### config.mk
export PLATFORM = sky130hd
export DESIGN_NAME = sbs_front
export DESIGN_NICKNAME = d
export VERILOG_FILES = /design/src/rtl/core/sbs_pkg.sv /design/src/rtl/core/sbs_front.sv
export VERILOG_INCLUDE_DIRS = /design/src /design/src/rtl/core
export SDC_FILE = /design/constraint.sdc
export NUM_CORES = 1
export LEC_CHECK = 0
export ABC_AREA = 1
export BUFFER_PORTS_ARGS = -buffer_cell sky130_fd_sc_hd__buf_2
export CORE_MARGIN = 4
export CORE_UTILIZATION = 50
export DETAILED_ROUTE_END_ITERATION = 7
export PLACE_DENSITY = 0.79
export SYNTH_ARGS = -nofsm -noshare
export SYNTH_HDL_FRONTEND = slang
export SYNTH_SLANG_ARGS = --single-unit
### constraint.sdc
create_clock -name clk_i -period 6.3 [get_ports clk_i]
set_input_delay 1.26 -clock clk_i [delete_from_list [all_inputs] [get_ports clk_i]]
set_output_delay 1.26 -clock clk_i [all_outputs]
set_load 0.02 [all_outputs]
### src/rtl/core/sorted_table_bound_search_assert.svh
// Assertion macros shared by the sorted table bound search RTL.
`ifndef SORTED_TABLE_BOUND_SEARCH_ASSERT_SVH
`define SORTED_TABLE_BOUND_SEARCH_ASSERT_SVH
`ifndef SYNTHESIS
// Property that must hold at every clock edge outside reset.
`define SBS_ASSERT(label, clk, rst_n, prop, msg) \
  label: assert property (@(posedge clk) disable iff (!rst_n) (prop)) else $error(msg);
// Antecedent in this cycle implies consequent in the same cycle.
`define SBS_ASSERT_IMP(label, clk, rst_n, ante, cons, msg) \
  label: assert property (@(posedge clk) disable iff (!rst_n) (ante) |-> (cons)) \
    else $error(msg);
// Antecedent in this cycle implies consequent in the next cycle.
`define SBS_ASSERT_NXT(label, clk, rst_n, ante, cons, msg) \
  label: assert property (@(posedge clk) disable iff (!rst_n) (ante) |=> (cons)) \
    else $error(msg);
`else
`define SBS_ASSERT(label, clk, rst_n, prop, msg)
`define SBS_ASSERT_IMP(label, clk, rst_n, ante, cons, msg)
`define SBS_ASSERT_NXT(label, clk, rst_n, ante, cons, msg)
`endif
`endif

### src/rtl/core/sbs_pkg.sv
// Shared types and constants of the sorted table bound search block.
`default_nettype none

package sbs_pkg;

  // Field widths
  localparam int unsigned ModeW = 3;
  localparam int unsigned IdxW  = 10;
  localparam int unsigned ValW  = 32;
  localparam int unsigned ResW  = 12;

  // Entries in the queue between front and back
  localparam int unsigned QueueDepth = 2;

  // Mode codes on the command port
  localparam logic [ModeW-1:0] MODE_WRITE    = 3'd0;
  localparam logic [ModeW-1:0] MODE_FIRST_GE = 3'd1;
  localparam logic [ModeW-1:0] MODE_LAST_LT  = 3'd2;
  localparam logic [ModeW-1:0] MODE_LAST_LE  = 3'd3;
  localparam logic [ModeW-1:0] MODE_FIRST_GT = 3'd4;

  // Classified operation carried to the back end
  typedef enum logic [2:0] {
    OP_WRITE    = 3'd0,
    OP_FIRST_GE = 3'd1,
    OP_LAST_LT  = 3'd2,
    OP_LAST_LE  = 3'd3,
    OP_FIRST_GT = 3'd4
  } op_e;

  // One queued item: lo is the write position for writes, value the write value or key
  typedef struct packed {
    op_e                    op;
    logic [IdxW-1:0]        lo;
    logic [IdxW-1:0]        hi;
    logic signed [ValW-1:0] value;
  } entry_t;

endpackage

`default_nettype wire

### src/rtl/core/sbs_front.sv
// Front end: decodes command items and holds them in a short queue.
`default_nettype none
`include "sorted_table_bound_search_assert.svh"

module sbs_front (
  input  wire logic                          clk_i,
  input  wire logic                          rst_ni,
  input  wire logic                          start_i,
  output logic                               busy_o,
  input  wire logic [sbs_pkg::ModeW-1:0]     mode_i,
  input  wire logic [sbs_pkg::IdxW-1:0]      write_position_i,
  input  wire logic signed [sbs_pkg::ValW-1:0] write_value_i,
  input  wire logic [sbs_pkg::IdxW-1:0]      search_low_i,
  input  wire logic [sbs_pkg::IdxW-1:0]      search_high_i,
  input  wire logic signed [sbs_pkg::ValW-1:0] key_i,
  output logic                               head_valid_o,
  output sbs_pkg::entry_t                    head_o,
  input  wire logic                          pop_i
);

  localparam int unsigned PtrW = $clog2(sbs_pkg::QueueDepth);
  localparam int unsigned CntW = $clog2(sbs_pkg::QueueDepth + 1);

  sbs_pkg::entry_t       entry;
  logic                  entry_ok;
  logic                  push;
  sbs_pkg::entry_t       queue_q [sbs_pkg::QueueDepth];
  logic [PtrW-1:0]       wptr_q, rptr_q;
  logic [CntW-1:0]       count_q, count_d;

  // Classify the incoming item; unused modes produce nothing
  always_comb begin
    entry       = '0;
    entry_ok    = 1'b1;
    entry.lo    = search_low_i;
    entry.hi    = search_high_i;
    entry.value = key_i;
    unique case (mode_i)
      sbs_pkg::MODE_WRITE: begin
        entry.op    = sbs_pkg::OP_WRITE;
        entry.lo    = write_position_i;
        entry.hi    = '0;
        entry.value = write_value_i;
      end
      sbs_pkg::MODE_FIRST_GE: entry.op = sbs_pkg::OP_FIRST_GE;
      sbs_pkg::MODE_LAST_LT:  entry.op = sbs_pkg::OP_LAST_LT;
      sbs_pkg::MODE_LAST_LE:  entry.op = sbs_pkg::OP_LAST_LE;
      sbs_pkg::MODE_FIRST_GT: entry.op = sbs_pkg::OP_FIRST_GT;
      default: entry_ok = 1'b0;
    endcase
  end

  assign busy_o = (count_q == CntW'(sbs_pkg::QueueDepth));
  assign push   = start_i && !busy_o && entry_ok;

  // Occupancy and pointers
  always_comb begin
    count_d = count_q;
    if (push && !pop_i) begin
      count_d = count_q + CntW'(1);
    end else if (pop_i && !push) begin
      count_d = count_q - CntW'(1);
    end
  end

  always_ff @(posedge clk_i or negedge rst_ni) begin
    if (!rst_ni) begin
      count_q <= '0;
      wptr_q  <= '0;
      rptr_q  <= '0;
    end else begin
      count_q <= count_d;
      if (push) begin
        wptr_q <= wptr_q + PtrW'(1);
      end
      if (pop_i) begin
        rptr_q <= rptr_q + PtrW'(1);
      end
    end
  end

  // Queue storage
  always_ff @(posedge clk_i) begin
    if (push) begin
      queue_q[wptr_q] <= entry;
    end
  end

  assign head_valid_o = (count_q != '0);
  assign head_o       = queue_q[rptr_q];

  `SBS_ASSERT(a_count_bound, clk_i, rst_ni, count_q <= CntW'(sbs_pkg::QueueDepth),
              "queue count beyond depth")
  `SBS_ASSERT_IMP(a_pop_nonempty, clk_i, rst_ni, pop_i, count_q != '0,
                  "pop from empty queue")
  `SBS_ASSERT_NXT(a_push_counts, clk_i, rst_ni, push && !pop_i,
                  count_q == $past(count_q) + CntW'(1), "push not counted")

endmodule

`default_nettype wire

==> metrics, run 1 <==
status=finished clean; CP bufs+invs=2; commonest non-fill, non-tap cell in the layout=buf_2; Slew Limit Fails=0; initial antenna violation count=0; Post-Synthesis Cell Area=4883 um2; clock-pin slew on the worst setup and hold paths=50 ps; Die Span Y=106.8 um; number of max-cap violations=0; Rows=35; share of cells above drive strength 1=43.25%; root buffer cell=clkbuf_8; multi-input logic area=1271 um2; Worst Hold Class=flop to flop; Worst R2R End=queue_q[1][31]$_DFFE_PP_; first-pass GRT wire length=15950 um; Rel. slew slack=49.99%; CP max stage delay=740 ps; pin count of the biggest net entering global routing=56; crit-path cells=buf_4, mux2_2, buf_2; initial core utilization=52.11%; Filler Cells Inserted=730; drt via density=4.893; Worst path depth=3; Crit Path Max Fanout=32; Worst Tran Pin Value=750.2 ps; routed wire length=10200 um; crit end category=output port; quantity of gates resized following cts=0; Diodes inserted=0; RSZ-0062 raised after global routing=no; core area=9371 um2; dpl hpwl=6712 um; commonest non-fill, non-tap cells in the layout=buf_2 (157), nand2_1 (136), edfxtp_1 (110); CP Class=flop to output port; overall power=2.707 mW; postcts setup bufs=0; Sum Neg Setup Slack=0 ps; post-synthesis sequential area ratio=69.69%; All-Layer GR Usage=18.30%; wire per inst=15.22 um; Slowest cell on crit path=dfrtp_2; Nets=632; clock skew=10.77 ps; critical path startpoint category=flop; RD Place Congestion=0.7714; Ys Warns=0; Syn Inst Count=366; worst reg2reg path startpoint=count_q[0]$_DFFE_PN0P_; synthesized netlist net count=468; Num CTS Buffers=17; CTS tree=built; non-filler cells, final=670; Top Ports=158; Hold-fix buffers, CTS=0; Tcrit/Tclk final=57.04%; syn_area_per_cell=13.34 um2; Seq cells post-synth=114; FF+latch area=3405 um2; DRC Markers=0; port bufs=157; total gr overflow=0; clk sinks=114; Vias=3278; Leakage=2.758 nW; Hold Path Cell Cnt=2; initial DRC count=204; final setup fails=0; synthesis-to-layout area growth=29.31%; die area=11410 um2; number of global-route vias before repair=3290; Fmax=0.2783 GHz; crit path to=head_o[0]; Clk Latency, worst-skew pair=500 ps; Placed Instances=640; post-synth cell types=19; maximum clock path buffer count=2; CP arrival=2330 ps; Horiz. Die Dim=106.8 um; r2r worst-path depth=5; crit path launch=rptr_q$_DFFE_PN0P_; CP top delay family=flip-flops; r2r setup slk=4380 ps; H-tree depth=4; Tmin final=3593 ps; final hold viol count=0; DRT antenna net count=0; CP required=5040 ps; PwrDens=428.7 nW/um2; DRT Pass-1 Iters=4; Worst VDD drop=0.2241 mV
report_power, final:
part	leakage (nW)	switching [mW]	internal [mW]
Clock	0.280	0.304	0.632
Sequential	1.06	0.0618	0.979
Combinational	1.42	0.445	0.286
synth_stat cells (all sizes together):
master,instances,share of area (%)
xor2,1,0.18
edfxtp,110,68
inv,22,1.7
nand2,137,11
xnor2,1,0.18
nor2,16,1.6
buf,15,2.7
a21oi,1,0.10
nand3,2,0.20
ha,1,0.26
mux2,55,13
nand4,1,0.13
dfrtp,4,2.0
area by class of cell:
class | instances | share of cell area (%)
multi-input cells | 215 | 20.13
clock buffers | 18 | 6.618
clock inverters | 12 | 2.635
flip-flops and latches | 114 | 53.91
well taps | 129 | 2.556
repair buffers | 160 | 12.80
inverters | 22 | 1.347
metal layers:
metal  up-vias  routed length (um)  track usage [%]
li1       1581                   -                -
met1      1544                4293            22.70
met2       149                5007            30.49
met3         4                 820            5.960
met4         0                  77            5.936
met5         -                   0                0
state kept, by name (all words and copies together), names as in the netlist:
signal and count:
count_q 2, queue_q 110, wptr_q 1, rptr_q 1
worst min-delay path by stage:
stage	startpoint	endpoint	slack [ps]
global placement	wptr_q$_DFFE_PN0N_	wptr_q$_DFFE_PN0N_	460
floorplan	wptr_q$_DFFE_PN0N_	wptr_q$_DFFE_PN0N_	440
finish	wptr_q$_DFFE_PN0N_	wptr_q$_DFFE_PN0N_	490
global route	wptr_q$_DFFE_PN0N_	wptr_q$_DFFE_PN0N_	530
detailed placement	wptr_q$_DFFE_PN0N_	wptr_q$_DFFE_PN0N_	480
CTS	wptr_q$_DFFE_PN0N_	wptr_q$_DFFE_PN0N_	500
through the flow:
step | hold WS, ps | area (um2) | worst slack, ps | utilization, %
2_1_floorplan | 441.9 | 4883 | 1954 | -
4_1_cts | 496.6 | 6315 | 2677 | 67.38
3_5_place_dp | 484.0 | 5731 | 3204 | 61.15
5_1_grt | 527.7 | 6315 | 2616 | 67.38
6_report | 490.3 | 6315 | 2707 | 67.38
3_3_place_gp | 456.2 | 5731 | 3256 | 61.15
kinds of logic after synthesis:
family / Yosys count / share of synthesized area [%]
buffers and inverters: 37 / 4.433
adder cells (fa/ha/maj): 1 / 0.2562
multiplexers: 55 / 12.68
flip-flops: 114 / 69.69
AND/OR/NAND/NOR: 156 / 12.48
AO/OA/AOI/OAI: 1 / 0.1024
XOR/XNOR: 2 / 0.3588
worst register-to-register path: cells and delay by family (launching register included):
kind            cells  cell delay (ps)
buf+inv             2              700
flops               1              400
compound gates      1              170
simple gates        2              250
(Power assumes the default switching activity.)
==> run 2, diff against run 1 <==
Settings changed: ABC_AREA 1 to 0.
Clock period 6.3 ns to 3.64 ns, I/O delays scaled along.
==> run 2 against run 1 <==
Core utilization rose by 1.3 points; via count is 17% lower; global-route usage shrank 0.58 points; die area fell by 2.0%; non-clock buffer count is 3 higher; first-iteration DRC count shrank 42%; clock power increased by 86%; synthesized area down 2.2%.
==> metrics, run 2 <==
DRT Pass-1 Iters=4 (unchanged); pre-CTS WS=989.8 ps (was 3204 ps); Top Registers=queue_q (110), count_q (2) (unchanged); crit-path cells=buf_12, mux2_2, buf_2 (was buf_4, mux2_2, buf_2); Clk Latency, worst-skew pair=500 ps (about the same); dominant cell type by area after synthesis=edfxtp_1 (unchanged); Worst path depth=3 (unchanged); synth cell count leaders=edfxtp_1 (110), mux2_2 (94), nor2b_1 (13), buf_2 (6) (was nand2_1 (136), edfxtp_1 (110), mux2_2 (38), inv_1 (19), mux2_1 (17)); maximum clock path buffer count=2 (unchanged); final setup fails=0 (unchanged); Synth top area share=69.15% (was 67.64%); setup slack after layout=817.0 ps (was 2707 ps); synthesis-to-layout area growth=33.50% (was 29.31%); CTS tree=built (unchanged); initial antenna violation count=0 (unchanged); met2 routed WL=4997 um (was 5007 um); overall power=4.863 mW (was 2.707 mW); CP max stage delay=740 ps (about the same); register name with the most flops=queue_q (unchanged); Hold Path Cell Cnt=2 (unchanged); Tcrit/Tclk final=77.56%; post-synthesis adder-cell area fraction=0.2619% (was 0.2562%); Ys Warns=0 (unchanged); first-pass GRT wire length=14920 um (was 15950 um); die area=11180 um2 (was 11410 um2); Crit Path Max Fanout=32 (unchanged); CP arrival=2100 ps (was 2330 ps); non-filler cells, final=565 (was 670); Fmax=0.3542 GHz; predominant post-synthesis flop cell=edfxtp_1 (unchanged); dpl hpwl=6325 um (was 6712 um); Slew Limit Fails=0 (unchanged); post-synthesis sequential area ratio=71.24% (was 69.69%); RSZ-0062 raised after global routing=no (unchanged); crit path to=head_o[41] (was head_o[0]); commonest non-fill, non-tap cells in the layout=buf_2 (157), edfxtp_1 (110), mux2_2 (94) (was buf_2 (157), nand2_1 (136), edfxtp_1 (110)); Diodes inserted=0 (unchanged); DRT antenna net count=0 (unchanged); simple-gate share of the synthesized area=2.724% (was 12.48%); initial DRC count=119 (was 204); routed wire length on met3=632 um (was 820 um); Sum Neg Setup Slack=0 ps (unchanged); port bufs=157 (unchanged); clk sinks=114 (unchanged); r2r worst-path depth=4 (was 5); Top Ports=158 (unchanged); H-tree depth=4 (unchanged); asr flop ratio synth=3.509% (unchanged); Area contributors post-synth=edfxtp_1 (69%), mux2_2 (22%), dfrtp_1 (2.1%) (was edfxtp_1 (68%), nand2_1 (10%), mux2_2 (8.8%)); Seq cells post-synth=114 (unchanged); drt via density=4.837 (was 4.893); Placed Instances=532 (was 640); xor and xnor area share after synthesis=0.9167% (was 0.3587%); Synth Area in Compound Gates=0.1048% (was 0.1025%); Tmin final=2823 ps; Met1 Wirelength=3721 um (was 4293 um); CP bufs+invs=2 (unchanged); Horiz. Die Dim=105.7 um (was 106.8 um); worst reg2reg path startpoint=count_q[1]$_DFFE_PN0P_ (was count_q[0]$_DFFE_PN0P_); syn_area_per_cell=18.96 um2 (was 13.34 um2); Worst Hold Class=primary input to flop (was flop to flop); number of global-route vias before repair=3106 (was 3290); quantity of gates resized following cts=0 (unchanged); core area=9284 um2 (was 9371 um2); largest family of logic cells by synthesized area=multiplexers (unchanged); Worst R2R End=queue_q[1][52]$_DFFE_PP_ (was queue_q[1][31]$_DFFE_PP_); post-synthesis mux area share=22.87% (was 12.68%); Post-Synthesis Cell Area=4777 um2 (was 4883 um2); r2r setup slk=1480 ps (was 4380 ps); pin count of the biggest net entering global routing=33 (was 56); Vias=2733 (was 3278); number of max-cap violations=0 (unchanged); initial core utilization=51.46% (was 52.11%); CP Class=flop to output port (unchanged); status=finished clean (unchanged); Die Span Y=105.7 um (was 106.8 um); top sig layer=met4 (unchanged); Syn Inst Count=252 (was 366); Slowest cell on crit path=dfrtp_2 (unchanged); Num CTS Buffers=17 (unchanged); Leakage=2.480 nW (was 2.758 nW); DRC Markers=0 (unchanged); Worst VDD drop=0.4090 mV (was 0.2241 mV); most frequent cell after synthesis=edfxtp_1 (was nand2_1); critical path startpoint category=flop (unchanged); post-synth cell types=18 (was 19); clock skew=5.101 ps (was 10.77 ps); RD Place Congestion=0.6923 (was 0.7714); Nets=525 (was 632); crit end category=output port (unchanged); commonest non-fill, non-tap cell in the layout=buf_2 (unchanged); routed wire length=9510 um (was 10200 um); wire per inst=16.83 um (was 15.22 um); number of synthesized flops with an enable pin=110 (unchanged); crit path launch=rptr_q$_DFFE_PN0P_ (unchanged); share of cells above drive strength 1=66.74% (was 43.25%); All-Layer GR Usage=17.72% (was 18.30%); CP top delay family=flip-flops (unchanged); total gr overflow=0 (unchanged); clock-pin slew on the worst setup and hold paths=50 ps (about the same); Rel. slew slack=48.56% (was 49.99%); synthesized netlist net count=354 (was 468); root buffer cell=clkbuf_8 (unchanged); CP required=2910 ps (was 5040 ps); PwrDens=762.6 nW/um2 (was 428.7 nW/um2); number of flip-flops under the largest register name=110 (unchanged); Worst Tran Pin Value=769.7 ps (was 750.2 ps); Rows=35 (unchanged); final hold viol count=0 (unchanged)
[run 2: repair_timing]
item / CTS / global route
hold endpoints to repair: 0 / 4
hold buffers: 0 / 1
setup buffers: 0 / 0
[run 2: cell type report]
type                            count  area [um2]
Clock buffer                       18       417.9
Sequential cell                   114        3405
Timing Repair Buffer              163       870.8
Fill cell                         645        2907
Tap cell                          129       161.4
Inverter                            3       11.26
Multi-Input combinational cell    124        1299
Clock inverter                     14       212.7
[run 2: layer usage]
metal  GRT usage [%]  vias up
li1                -     1317
met1           19.31     1302
met2           30.83      104
met3           6.552       10
met4           7.863        0
met5               0        -
[run 2: worst min-delay path by stage]
stage / from / end
2_1_floorplan: rst_ni / count_q[0]$_DFFE_PN0P_
3_3_place_gp: count_q[1]$_DFFE_PN0P_ / count_q[1]$_DFFE_PN0P_
3_5_place_dp: count_q[1]$_DFFE_PN0P_ / count_q[1]$_DFFE_PN0P_
4_1_cts: rst_ni / count_q[1]$_DFFE_PN0P_
5_1_grt: pop_i / rptr_q$_DFFE_PN0P_
6_report: pop_i / rptr_q$_DFFE_PN0P_
[run 2: report_power, final]
part | switching (mW) | internal, mW | leakage [nW]
Sequential | 0.115 | 1.69 | 1.06
Combinational | 0.747 | 0.571 | 1.13
Clock | 0.560 | 1.18 | 0.298
[run 2: worst reg2reg max path, cell delays in order (launching register included)]
cell	delay, ps
dfrtp_1	390
nor2b_1	150
nand3b_1	330
nor2_4	670
buf_12	300
[run 2: per-stage QoR]
step / instance area (um2) / utilization (%) / hold WS (ps)
floorplan: 4777 / - / 432.4
global placement: 5737 / 61.79 / 464.2
detailed placement: 5737 / 61.79 / 474.2
CTS: 6367 / 68.58 / 0.3402
global route: 6377 / 68.69 / 394.4
finish: 6377 / 68.69 / 428.5
[run 2: kinds of logic after synthesis]
logic type,count (synthesis)
flip-flops,114
multiplexers,97
AND/OR/NAND/NOR,20
buffers and inverters,14
XOR/XNOR,5
AO/OA/AOI/OAI,1
adder cells (fa/ha/maj),1
